===== src/lcasr_pkg.sv =====
package lcasr_pkg;

  localparam int SAMPLE_BITS = 24;
  localparam int READ_W      = 24;
  localparam int CMP_W       = (SAMPLE_BITS > READ_W) ? SAMPLE_BITS : READ_W;
  localparam int BIT_IDX_W   = $clog2(SAMPLE_BITS + 1);
  localparam int TIMEOUT_W   = 16;
  localparam int REPEAT_W    = 4;
  localparam int STATUS_W    = 2;
  localparam int CFG_IDX_W   = 2;
  localparam int CFG_DATA_W  = 24;
  localparam int IN_TDATA_W  = 8;
  localparam int OUT_TDATA_W = 32;

  localparam logic [2:0] PH_IDLE      = 3'd0;
  localparam logic [2:0] PH_WAIT      = 3'd1;
  localparam logic [2:0] PH_HIGH      = 3'd2;
  localparam logic [2:0] PH_LOW       = 3'd3;
  localparam logic [2:0] PH_GAIN_HIGH = 3'd4;
  localparam logic [2:0] PH_GAIN_LOW  = 3'd5;

  localparam logic [STATUS_W-1:0] ST_OK      = 2'd0;
  localparam logic [STATUS_W-1:0] ST_TIMEOUT = 2'd1;
  localparam logic [STATUS_W-1:0] ST_RANGE   = 2'd2;

  localparam logic [CFG_IDX_W-1:0] REG_TIMEOUT_TICKS = 2'd0;
  localparam logic [CFG_IDX_W-1:0] REG_MIN_VALID     = 2'd1;
  localparam logic [CFG_IDX_W-1:0] REG_MAX_VALID     = 2'd2;
  localparam logic [CFG_IDX_W-1:0] REG_STUCK_LIMIT   = 2'd3;

  localparam logic [TIMEOUT_W-1:0] TIMEOUT_RESET = 16'd10000;
  localparam logic [READ_W-1:0]    MIN_RESET     = 24'h000000;
  localparam logic [READ_W-1:0]    MAX_RESET     = 24'hFFFFFF;
  localparam logic [REPEAT_W-1:0]  STUCK_RESET   = 4'd10;
  localparam logic [REPEAT_W-1:0]  REPEAT_MAX    = 4'd15;

  localparam logic [SAMPLE_BITS-1:0] SIGN_FLIP = {1'b1, {(SAMPLE_BITS-1){1'b0}}};

  typedef struct packed {
    logic [2:0]          pad;
    logic                stuck;
    logic [STATUS_W-1:0] status;
    logic [READ_W-1:0]   reading;
    logic                done_res;
    logic                sck;
  } result_t;

endpackage


===== src/load_cell_adc_serial_reader_core.sv =====
// A result item is registered on the edge that accepts its input item.
// Throughput: one item per cycle; s_tready stays high unless a result is held
// back by m_tready low, since the single output register parts the two sides.
// Each item is one timebase tick of the serial sequencer: a reading takes at least
// 52 ticks (start, data low, 48 bit ticks, 2 gain ticks), one more per data-high wait.
// Reset (rst, synchronous, active high) returns the sequencer to idle, clears
// the repeat tracker and the output valid, and loads register defaults.
module load_cell_adc_serial_reader_core
  import lcasr_pkg::*;
(
  input  logic                   clk,
  input  logic                   rst,
  input  logic                   s_tvalid,
  output logic                   s_tready,
  input  logic [IN_TDATA_W-1:0]  s_tdata,   // start_req, data_in, zero fill
  output logic                   m_tvalid,
  input  logic                   m_tready,
  output logic [OUT_TDATA_W-1:0] m_tdata,   // sck, done_res, reading, status, stuck, zero fill
  input  logic                   cfg_valid,
  output logic                   cfg_ready,
  input  logic [CFG_IDX_W-1:0]   cfg_index,
  input  logic [CFG_DATA_W-1:0]  cfg_data
);

  logic [TIMEOUT_W-1:0]   timeout_ticks;
  logic [READ_W-1:0]      min_valid;
  logic [READ_W-1:0]      max_valid;
  logic [REPEAT_W-1:0]    stuck_limit;

  logic [2:0]             phase, phase_next;
  logic [BIT_IDX_W-1:0]   bit_index, bit_index_next;
  logic [SAMPLE_BITS-1:0] shift_word, shift_word_next;
  logic [TIMEOUT_W-1:0]   wait_count, wait_count_next;
  logic [SAMPLE_BITS-1:0] last_good_value, last_good_value_next;
  logic [REPEAT_W-1:0]    repeat_count, repeat_count_next;

  result_t                res, res_next;
  logic                   accept;
  logic                   start_req, data_in;
  logic [SAMPLE_BITS-1:0] conv;
  logic [CMP_W-1:0]       conv_ext;
  logic                   in_range;

  assign cfg_ready = 1'b1;
  assign s_tready  = !m_tvalid || m_tready;
  assign accept    = s_tvalid && s_tready;
  assign start_req = s_tdata[0];
  assign data_in   = s_tdata[1];
  assign m_tdata   = res;

  assign conv     = shift_word ^ SIGN_FLIP;
  assign conv_ext = CMP_W'(conv);
  assign in_range = (conv_ext >= CMP_W'(min_valid)) && (conv_ext <= CMP_W'(max_valid));

  always_ff @(posedge clk) begin
    if (rst) begin
      timeout_ticks <= TIMEOUT_RESET;
      min_valid     <= MIN_RESET;
      max_valid     <= MAX_RESET;
      stuck_limit   <= STUCK_RESET;
    end else if (cfg_valid && cfg_ready) begin
      case (cfg_index)
        REG_TIMEOUT_TICKS: timeout_ticks <= cfg_data[TIMEOUT_W-1:0];
        REG_MIN_VALID:     min_valid     <= cfg_data[READ_W-1:0];
        REG_MAX_VALID:     max_valid     <= cfg_data[READ_W-1:0];
        REG_STUCK_LIMIT:   stuck_limit   <= cfg_data[REPEAT_W-1:0];
        default: ;
      endcase
    end
  end

  always_comb begin
    phase_next           = phase;
    bit_index_next       = bit_index;
    shift_word_next      = shift_word;
    wait_count_next      = wait_count;
    last_good_value_next = last_good_value;
    repeat_count_next    = repeat_count;
    res_next             = '0;

    case (phase)
      PH_IDLE: begin
        if (start_req) begin
          phase_next      = PH_WAIT;
          wait_count_next = '0;
        end
      end
      PH_WAIT: begin
        if (!data_in) begin
          phase_next      = PH_HIGH;
          bit_index_next  = '0;
          shift_word_next = '0;
        end else if (wait_count == timeout_ticks) begin
          res_next.done_res = 1'b1;
          res_next.status   = ST_TIMEOUT;
          phase_next        = PH_IDLE;
        end else begin
          wait_count_next = wait_count + 1'b1;
        end
      end
      PH_HIGH: begin
        res_next.sck    = 1'b1;
        shift_word_next = {shift_word[SAMPLE_BITS-2:0], 1'b0};
        phase_next      = PH_LOW;
      end
      PH_LOW: begin
        shift_word_next = {shift_word[SAMPLE_BITS-1:1], shift_word[0] | data_in};
        bit_index_next  = bit_index + 1'b1;
        phase_next      = (bit_index_next >= BIT_IDX_W'(SAMPLE_BITS)) ? PH_GAIN_HIGH : PH_HIGH;
      end
      PH_GAIN_HIGH: begin
        res_next.sck = 1'b1;
        phase_next   = PH_GAIN_LOW;
      end
      PH_GAIN_LOW: begin
        res_next.done_res = 1'b1;
        phase_next        = PH_IDLE;
        if (!in_range) begin
          res_next.status = ST_RANGE;
        end else begin
          if ((conv == last_good_value) && (conv != '0)) begin
            if (repeat_count < REPEAT_MAX) begin
              repeat_count_next = repeat_count + 1'b1;
            end
            res_next.stuck = (repeat_count_next > stuck_limit);
          end else begin
            repeat_count_next    = '0;
            last_good_value_next = conv;
          end
          res_next.reading = conv_ext[READ_W-1:0];
        end
      end
      default: begin
        phase_next = PH_IDLE;
      end
    endcase
  end

  always_ff @(posedge clk) begin
    if (rst) begin
      phase           <= PH_IDLE;
      bit_index       <= '0;
      shift_word      <= '0;
      wait_count      <= '0;
      last_good_value <= '0;
      repeat_count    <= '0;
      m_tvalid        <= 1'b0;
    end else begin
      if (accept) begin
        phase           <= phase_next;
        bit_index       <= bit_index_next;
        shift_word      <= shift_word_next;
        wait_count      <= wait_count_next;
        last_good_value <= last_good_value_next;
        repeat_count    <= repeat_count_next;
        m_tvalid        <= 1'b1;
      end else if (m_tready) begin
        m_tvalid <= 1'b0;
      end
    end
  end

  always_ff @(posedge clk) begin
    if (accept) begin
      res <= res_next;
    end
  end

  a_fail_clears_reading: assert property (@(posedge clk) disable iff (rst)
    (m_tvalid && res.status != ST_OK) |-> (res.reading == '0 && !res.stuck))
    else $error("failed attempt carries a reading or stuck flag");

  a_high_tick_drives_sck: assert property (@(posedge clk) disable iff (rst)
    (accept && (phase == PH_HIGH || phase == PH_GAIN_HIGH)) |=> (m_tvalid && res.sck))
    else $error("clock high tick without sck");

  a_wait_low_starts: assert property (@(posedge clk) disable iff (rst)
    (accept && phase == PH_WAIT && !data_in) |=> (phase == PH_HIGH && bit_index == '0))
    else $error("data low in wait did not start clocking");

  a_bit_index_bound: assert property (@(posedge clk) disable iff (rst)
    bit_index <= BIT_IDX_W'(SAMPLE_BITS))
    else $error("bit index beyond sample width");

  a_done_only_at_end: assert property (@(posedge clk) disable iff (rst)
    (accept && phase != PH_WAIT && phase != PH_GAIN_LOW) |=> !res.done_res)
    else $error("done outside wait or final tick");

endmodule


===== config.mk =====
export PLATFORM = sky130hd
export DESIGN_NAME = load_cell_adc_serial_reader_core
export DESIGN_NICKNAME = d
export VERILOG_FILES = /design/src/lcasr_pkg.sv /design/src/load_cell_adc_serial_reader_core.sv
export SDC_FILE = /design/constraint.sdc
export NUM_CORES = 1
export LEC_CHECK = 0
export CAP_MARGIN = 15
export CORE_MARGIN = 8
export CORE_UTILIZATION = 48
export DETAILED_ROUTE_END_ITERATION = 10
export DONT_BUFFER_PORTS = 1
export GPL_ROUTABILITY_DRIVEN = 0
export GPL_TIMING_DRIVEN = 0
export PLACE_DENSITY_LB_ADDON = 0.1
export SLEW_MARGIN = 25
export SYNTH_ARGS = -nofsm -noshare
export SYNTH_HDL_FRONTEND = slang
export SYNTH_SLANG_ARGS = --single-unit

===== constraint.sdc =====
create_clock -name clk -period 3.8 [get_ports clk]
set_clock_uncertainty 0.15 [all_clocks]
set_input_delay 0.57 -clock clk [delete_from_list [all_inputs] [get_ports clk]]
set_output_delay 0.57 -clock clk [all_outputs]
set_load 0.01 [all_outputs]

==> flow_results.org, run 1 <==
** Run status
- The run finished with clean final reports.

** Power and ir drop
- Cell Int Power :: 0.00302 W
- Power density normalized to cell area :: 419 nW/um2
- The worst-case IR drop observed on VDD is 327 uV.
- For this design the total switching power over the nets is 0.000930 W.
- The share of total power dissipated in the clock network is 45.3%.
- Pleak :: 3.88 nW
- Fraction of power consumed by combinational cells :: 5.3%
- Sequential cells account for 49.4% of the total power.
- Post-route total power :: 0.00395 W
- Switching power as a share of total power :: 23.5%

** Floorplanning
- The die covers 22,300 um2.
- Die extent in y :: 149 um
- The initialized floorplan defines 48 standard-cell rows.
- The region available for standard cell placement spans 17,400 um2.
- Number of top-level design ports :: 74
- Once the floorplan was initialized, standard cells occupied 49.2% of the core.
- The floorplan step set the die width to 149 um.

** Drt
- The routed layout has 6,632 vias.
- In the routed design, unresolved DRC markers number 0.
- Via/cell ratio :: 5.38
- In this run, the number of DRC markers left after iteration 0 of detailed routing was 283.
- Wirelength per Cell :: 16.8 um
- Routed wire length :: 20,600 um
- The first detailed-routing pass ran for 7 iterations.
- The detail route stage leaves a number of antenna-violating nets equal to 0.

** Placed design
- The count of buffers added on input and output ports is 0.
- Instance count after placement with tap cells included :: 1,200
- Detailed placement finished with a half-perimeter wire length of 15,400 um.

** Hold path
- The tightest min-delay check is of the in2reg type.
- The worst hold path begins at cfg_data[8].
- The worst hold path passes through 2 cells.
- For hold timing, the worst endpoint is timeout_ticks[8].

** Final layout
- Antenna Diode Count :: 0
- Relative to the synthesized area, the layout overhead comes to 10.5%.
- The net count of the finished layout is 1,089.
- Cells with a size suffix above 1 make up 4.97% of the layout.
- Fin cells :: 1,232
- Fill cell total of the finished layout :: 1,649

** Synthesis
- In this run, distinct cell masters in the synthesized netlist total 59.
- After synthesis, the mean cell area works out to 8.77 um2.
- After synthesis the cells add up to 8540 um2.
- Summed over its instances, the top area cell type makes up 34.0% of the synthesized netlist area.
- Cell accounting for the most synthesized area :: dfxtp_1
- Number of storage elements in the synthesis netlist :: 174
- Portion of the post-synthesis area used by sequential elements :: 44.2%
- The most used flip-flop cell after synthesis is dfxtp_1.
- Ys async rst share :: 0%
- Count of synthesis-stage warnings from yosys :: 0
- Cell types with the largest area share after synthesis :: dfxtp_1 34%, edfxtp_1 10%, nand2_1 8.3%
- The synthesized design contains 29 enable-type register cells.
- Synthesized instance count :: 973

** Critical path
- Worst Setup Path Type :: reg2reg
- STA classifies the critical path endpoint as a register.
- STA classifies the critical path startpoint as a register.
- End of the worst register-to-register path :: m_tdata[24]
- Crit-path max cell delay :: 0.45 ns
- In this run the critical register-to-register path is launched from shift_word[23].
- STA puts the critical path data arrival time at 3.65 ns.
- The setup check on the worst reg-to-reg path leaves a slack of 0.30 ns.
- Depth of the worst register-to-register path :: 10
- Crit path required time :: 3.95 ns
- Crit path cell chain :: inv_1 -> ha_1 -> nand4_2 -> nor4_4 -> nand4_2 -> o32ai_4 -> and3_1 -> clkbuf_1 -> clkbuf_1 -> and2_1
- Crit-path max FO :: 10
- Worst-path cell with the longest stage delay :: o32ai_4

** STA
- The count of final max-slew check failures was 0.
- Worst Hold Slack :: 0.114 ns
- Min cycle time layout :: 3.50 ns
- Setup repair after global routing left no endpoint under its margin.
- Setup violations remaining at the end of the flow were counted as 0.
- At the pin with the least slew margin, the transition time is 0.890 ns.
- Period Utilization, post-route :: 92.1%
- Maximum clock rate :: 286 MHz
- Measured against its own limit, the worst slew margin works out to 40.6%.
- Final number of hold-violating endpoints :: 0

** GRT
- Number of antenna violations at the first check in global routing :: 0
- Wire length of the first global-routing pass :: 33,400 um
- Global-route usage over all layers :: 19.0%
- After global routing the overflow that remains totals 0.
- Vias in the first global route :: 6,346
- Entering global routing, the biggest net connects 36 pins.

** Clocking
- CTS tree :: built
- Inserted Clock Buffers :: 17
- Clock buffer depth :: 2
- The clock reaches the later pin of the worst-skew pair after 0.43 ns.
- The clock drives 174 sinks.
- Post-CTS clock slew at the launch and capture registers of the worst setup and hold paths :: 0.07 ns
- Clock tree synthesis selected as its root buffer the cell clkbuf_16.
- # H-tree levels :: 4

** Flow run
- Across the run, the number of max-cap violations was 0.
==> registers in the layout (all words and copies together), names as in the netlist, 3 cells and up <==
signal and flops:
m_tdata 29, last_good_value 24, max_valid 24, min_valid 24, shift_word 24, timeout_ticks 16
wait_count 16, bit_index 5, repeat_count 4, stuck_limit 4, phase 3
==> repair_timing <==
action | in CTS | in global routing
setup endpoints to repair | 20 | 23
setup buffers | 1 | 0
pin swaps | 1 | 0
hold buffers | 0 | 0
resized for setup | 1 | 2
==> cell type report <==
class                      instances  area [um2]  share of cell area [%]
buffer                            51         221                    2.35
sequential                       174        3770                    40.0
timing repair buffer               1        7.51                  0.0796
clock buffer                      18         429                    4.55
clock inverter                    14         164                    1.74
multi-input combinational        689        4330                    45.9
tap                              225         282                    2.99
inverter                          60         225                    2.39
==> worst max-delay path by stage <==
| stage | startpoint | endpoint | slack [ns] | cells past startpoint |
|---|---|---|---|---|
| after detailed placement | shift_word[0] | m_tdata[24] | -0.15 | 12 |
| after global placement | shift_word[0] | m_tdata[16] | -0.20 | 12 |
| after global routing | shift_word[23] | m_tdata[19] | 0.03 | 10 |
| final | shift_word[23] | m_tdata[24] | 0.30 | 10 |
| after floorplan | shift_word[0] | m_tdata[16] | 0.80 | 12 |
| after CTS | shift_word[0] | m_tdata[24] | 0.02 | 12 |
==> through the flow <==
step | area, um2 | worst slack [ns] | setup TNS [ns] | util (%)
floorplan | 8540 | 0.795 | 0 | -
global placement | 8820 | -0.197 | -2.49 | 50.8
detailed placement | 8820 | -0.154 | -1.58 | 50.8
CTS | 9430 | 0.0151 | 0 | 54.3
global route | 9430 | 0.0347 | 0 | 54.3
finish | 9430 | 0.299 | 0 | 54.3
==> synthesized netlist by cell type, types with 2 or more instances <==
cell type	n
nand2_1	188
dfxtp_1	145
a21oi_1	75
nor2_1	65
inv_1	60
ha_1	56
clkbuf_1	44
mux2i_1	30
xor2_1	30
edfxtp_1	29
a22oi_1	26
and2_1	25
nand3_1	23
xnor2_1	23
nand4_1	18
nor4_1	16
nand3b_1	15
o21ai_0	15
o211ai_1	13
nor2b_1	7
a21o_1	6
nand2b_1	6
and3_1	5
or3_1	5
buf_4	4
nor3_1	3
or2_2	3
a211oi_1	2
buf_1	2
buf_6	2
conb_1	2
nand4_2	2
nor3b_1	2
==> power groups by stage <==
stage	clock network (W)	logic, W	registers (W)
global placement	0	0.000207	0.00199
CTS	0.00182	0.000210	0.00195
finish	0.00179	0.000209	0.00195
floorplan	0	0.000155	0.00199
global route	0.00189	0.000237	0.00196
detailed placement	0	0.000208	0.00200
==> critical path, delay by kind of cell, from the launching register on <==
| kind | cells | cell delay, ns |
|---|---|---|
| and+or+nand+nor | 5 | 1.17 |
| buffers and inverters | 3 | 0.83 |
| AOI/OAI and AO/OA | 1 | 0.45 |
| DFF | 1 | 0.43 |
| adders and majority gates | 1 | 0.33 |
==> layer usage <==
layer	wire length, um	track usage (%)	part of all wire (%)	vias to the layer above
met3	830	4.88	4.0	12
li1	-	-	-	3368
met2	9650	30.9	47	119
met1	9950	24.7	48	3133
met4	199	4.49	0.96	0
met5	0	0	0	-
==> logic make-up after synthesis <==
logic type               after synthesis  synth area share [%]
AND/OR/NAND/NOR                      392                  21.9
flip-flops                           174                  44.2
AO/OA/AOI/OAI                        152                  11.1
buffers and inverters                112                  5.28
adder cells (fa/ha/maj)               56                  8.21
XOR/XNOR                              53                  5.44
multiplexers                          32                  3.78
other                                  2                0.0880
==> cell usage in the layout, fill, tap and decap left out, types with 3 or more instances in the layout <==
cell type  instances
o211ai_1          13
nor2b_1            7
ha_1              56
nor4_1            16
conb_1             4
nand3_1           23
bufinv_16          3
or3_1              5
nand2_1          188
a21o_1             6
inv_1             59
a21oi_1           75
clkbuf_1          44
inv_6              4
nand3b_1          15
xnor2_1           23
o21ai_0           15
dfxtp_1          144
a22oi_1           26
and3_1             5
xor2_1            30
nor2_1            65
mux2i_1           30
buf_4              5
edfxtp_1          29
clkinv_2           3
nand4_1           18
clkbuf_16         17
nand2b_1           6
and2_1            25
or2_2              3
nor3_1             3
No activity file was read; power rests on OpenSTA's default activity.
==> run 2, diff against run 1 <==
PLACE_DENSITY = 0.68   (was unset)
PLACE_DENSITY_LB_ADDON = unset   (was 0.1)
==> flow_results.org, run 2 (synthesized netlist as in run 1, its figures left out) <==
** Clocking
- Inserted Clock Buffers :: 17 (unchanged)
- The CTS tree was built (unchanged).
- The number of hold-repair buffers added at the cts stage was 0 (unchanged).
- Root buffer cell :: clkbuf_16 (unchanged)
- The maximum buffer depth of the clock tree is 2 (unchanged).
- The clock insertion delay at the later pin of the skew report came to 0.44 ns (was 0.43 ns).
- The clock slew at the register clock pins of the worst setup and hold paths was 0.07 ns (about the same).
- The total number of H-tree levels is 4 (unchanged).
- Total clock sinks :: 174 (unchanged)

** Critical path
- Crit path required time :: 3.84 ns (was 3.95 ns)
- The maximum fanout along the worst path was 10 (unchanged).
- Launching point of the worst reg2reg path :: shift_word[0] (was shift_word[23])
- The endpoint type of the worst setup path was a register (unchanged).
- By instance count, the cell type seen most on the critical path is clkbuf_1.
- Startpoint types :: register (unchanged)
- Critical path arrival :: 3.49 ns (was 3.65 ns)
- The worst reg2reg path endpoint is m_tdata[18] (was m_tdata[24]).
- Worst Setup Path Type :: reg2reg (unchanged)
- The maximum cell stage delay along the critical path is 0.43 ns (was 0.45 ns).
- Crit path cell chain: inv_1 -> ha_1 -> nand2b_1 -> a2111oi_1 -> nor4_1 -> o311ai_0 -> nand3_1 -> and3_1 -> clkbuf_1 -> clkbuf_1 -> and2_1 (was inv_1 -> ha_1 -> nand4_2 -> nor4_4 -> nand4_2 -> o32ai_4 -> and3_1 -> clkbuf_1 -> clkbuf_1 -> and2_1).
- The highest-delay cell along the critical path was a2111oi_1 (was o32ai_4).
- The cell count of the worst reg-to-reg path came to 11 (was 10).
- Register-to-register setup slack :: 0.35 ns (was 0.30 ns)

** STA
- The setup total negative slack is 0 ns (unchanged).
- Final count of pins violating max slew :: 0 (unchanged)
- The worst slew margin relative to its limit is 43.6% (was 40.6%).
- Setup-violating endpoint count in the final report :: 0 (unchanged)
- Min cycle time layout :: 3.45 ns (was 3.50 ns)
- Worst Hold Slack :: 0.103 ns (was 0.114 ns)
- The final hold violation count came to 0 (unchanged).
- Transition time at the pin with the least slew margin :: 0.844 ns (was 0.890 ns)
- The ratio of final minimum period to clock period was 90.7% (was 92.1%).
- The achievable frequency came to 290 MHz (was 286 MHz).
- RSZ-0062 raised after global routing :: false (unchanged)

** Final layout
- Area taken by multi-input logic gates :: 4320 um2 (was 4330 um2)
- The commonest non-fill, non-tap cell in the layout was nand2_1 (unchanged).
- The storage element area is 3770 um2 (unchanged).
- Synthesis-to-layout area growth :: 11.3% (was 10.5%)
- Antenna Diode Count :: 0 (unchanged)
- Layout Nets :: 1,089 (unchanged)
- The final cell utilization of the core is 54.7% (was 54.3%).
- Commonest non-fill, non-tap cells in the layout: 188 x nand2_1, 144 x dfxtp_1, 75 x a21oi_1 (unchanged).
- Fill cell total of the finished layout :: 1,578 (was 1,649)
- The fraction of final layout cells with drive strength greater than 1 came to 5.16% (was 4.97%).
- Max reg flops :: 29 (unchanged)

** Hold path
- Hold Path Class :: in2reg (unchanged)
- The cell count of the worst hold path is 2 (unchanged).
- Hold Startpoint :: s_tvalid (was cfg_data[8])
- The end point of the worst hold path was m_tvalid (was timeout_ticks[8]).

** Drt
- The number of nets with antenna violations after routing came to 0 (unchanged).
- The total wire length after detailed routing came to 20,500 um (was 20,600 um).
- The first-pass iteration count of the detailed router is 4 (was 7).
- Via/cell ratio :: 5.37 (was 5.38)
- The residual DRC count is 0 (unchanged).
- 1st-iter DRT viols :: 368 (was 283)
- Wirelength per Cell :: 16.6 um (was 16.8 um)
- Vias post-DR :: 6,610 (was 6,632)

** Placed design
- The total half-perimeter wirelength after legalization and detailed placement was 15,200 um (was 15,400 um).
- Port Buf Inserts :: 0 (unchanged)

** Floorplanning
- Die Area :: 22,300 um2 (unchanged)
- The number of top-level pins is 74 (unchanged).
- Starting density of the core :: 49.2% (unchanged)
- Width of the die :: 149 um (unchanged)
- Area of the core :: 17,400 um2 (unchanged)
- Die extent in y :: 149 um (unchanged)
- The placement row count was 48 (unchanged).

** Power and ir drop
- Pleak :: 3.91 nW (was 3.88 nW)
- Max rail drop VDD :: 342 uV (was 327 uV)
- Power density normalized to cell area :: 434 nW/um2 (was 419 nW/um2)

** GRT
- The final global-route overflow total is 0 (unchanged).
- Wire length of the first global-routing pass :: 32,900 um (was 33,400 um)
- Number of antenna violations at the first check in global routing :: 0 (unchanged)
- Largest net degree at the start of global routing :: 36 (unchanged)
- The overall fraction of global-route tracks in use is 18.8% (was 19.0%).
- Vias in the first global route :: 6,259 (was 6,346)

** Flow run
- Number of violations of the max-capacitance limit :: 0 (unchanged)

** Run status
- Status: finished clean (unchanged).
==> run 2: changes by cell type in the layout (fill, tap and decap cells not counted), sizes merged <==
cell	delta
bufinv	+1
clkbuf	+3
inv	-3
clkinv	-2
clkinvlp	+1
==> run 2: critical path: cells and delay by family, from the launching register on <==
| kind | cells | cell delay [ns] |
|---|---|---|
| and+or+nand+nor | 5 | 1.01 |
| buffers and inverters | 3 | 0.57 |
| AOI/OAI and AO/OA | 2 | 0.79 |
| DFF | 1 | 0.41 |
| adders and majority gates | 1 | 0.28 |
==> run 2: timing repair <==
item | CTS | global route
pin swaps | 1 | 1
buffers inserted | 1 | 0
resized for setup | 1 | 1
endpoints found under the setup margin | 19 | 20
==> run 2: how the worst max path moves through the flow <==
stage                       start     endpoint  depth (start not counted)  slack [ns]
floorplan           shift_word[0]  m_tdata[16]                         12        0.80
global placement    shift_word[0]  m_tdata[23]                         12       -0.08
detailed placement  shift_word[0]  m_tdata[18]                         12        -0.1
CTS                 shift_word[0]  m_tdata[18]                         12        0.04
global route        shift_word[0]  m_tdata[20]                         11        0.05
finish              shift_word[0]  m_tdata[18]                         11        0.35
==> run 2: layout make-up <==
cell class | instances | area share, %
multi-input combinational | 689 | 45.5
sequential | 174 | 39.7
clock buffer | 21 | 5.18
tap | 225 | 2.96
inverter | 60 | 2.37
buffer | 51 | 2.33
clock inverter | 11 | 1.87
timing repair buffer | 1 | 0.0790
==> run 2: where the power goes <==
part	total [W]	internal [W]	switching, W
clock	0.00196	0.00120	0.000764
combinational	0.000209	0.0000680	0.000141
sequential	0.00195	0.00192	0.0000338
total	0.00413	0.00319	0.000938
==> run 2: layer usage <==
layer / vias to the layer above / GRT usage (%) / part of all wire (%)
met5: - / 0 / 0
met4: 0 / 6.81 / 1.9
met3: 23 / 4.98 / 5.4
met2: 142 / 30.2 / 46
met1: 3095 / 23.8 / 46
li1: 3350 / - / -
==> run 2: per-stage QoR <==
step | std cells | area (um2) | worst slack, ns | total power, W
detailed placement | 1200 | 8820 | -0.0961 | 0.00220
global placement | 1200 | 8820 | -0.0816 | 0.00220
global route | 1232 | 9500 | 0.0534 | 0.00424
finish | 1232 | 9500 | 0.352 | 0.00413
CTS | 1233 | 9500 | 0.0435 | 0.00414
floorplan | 975 | 8540 | 0.795 | 0.00214
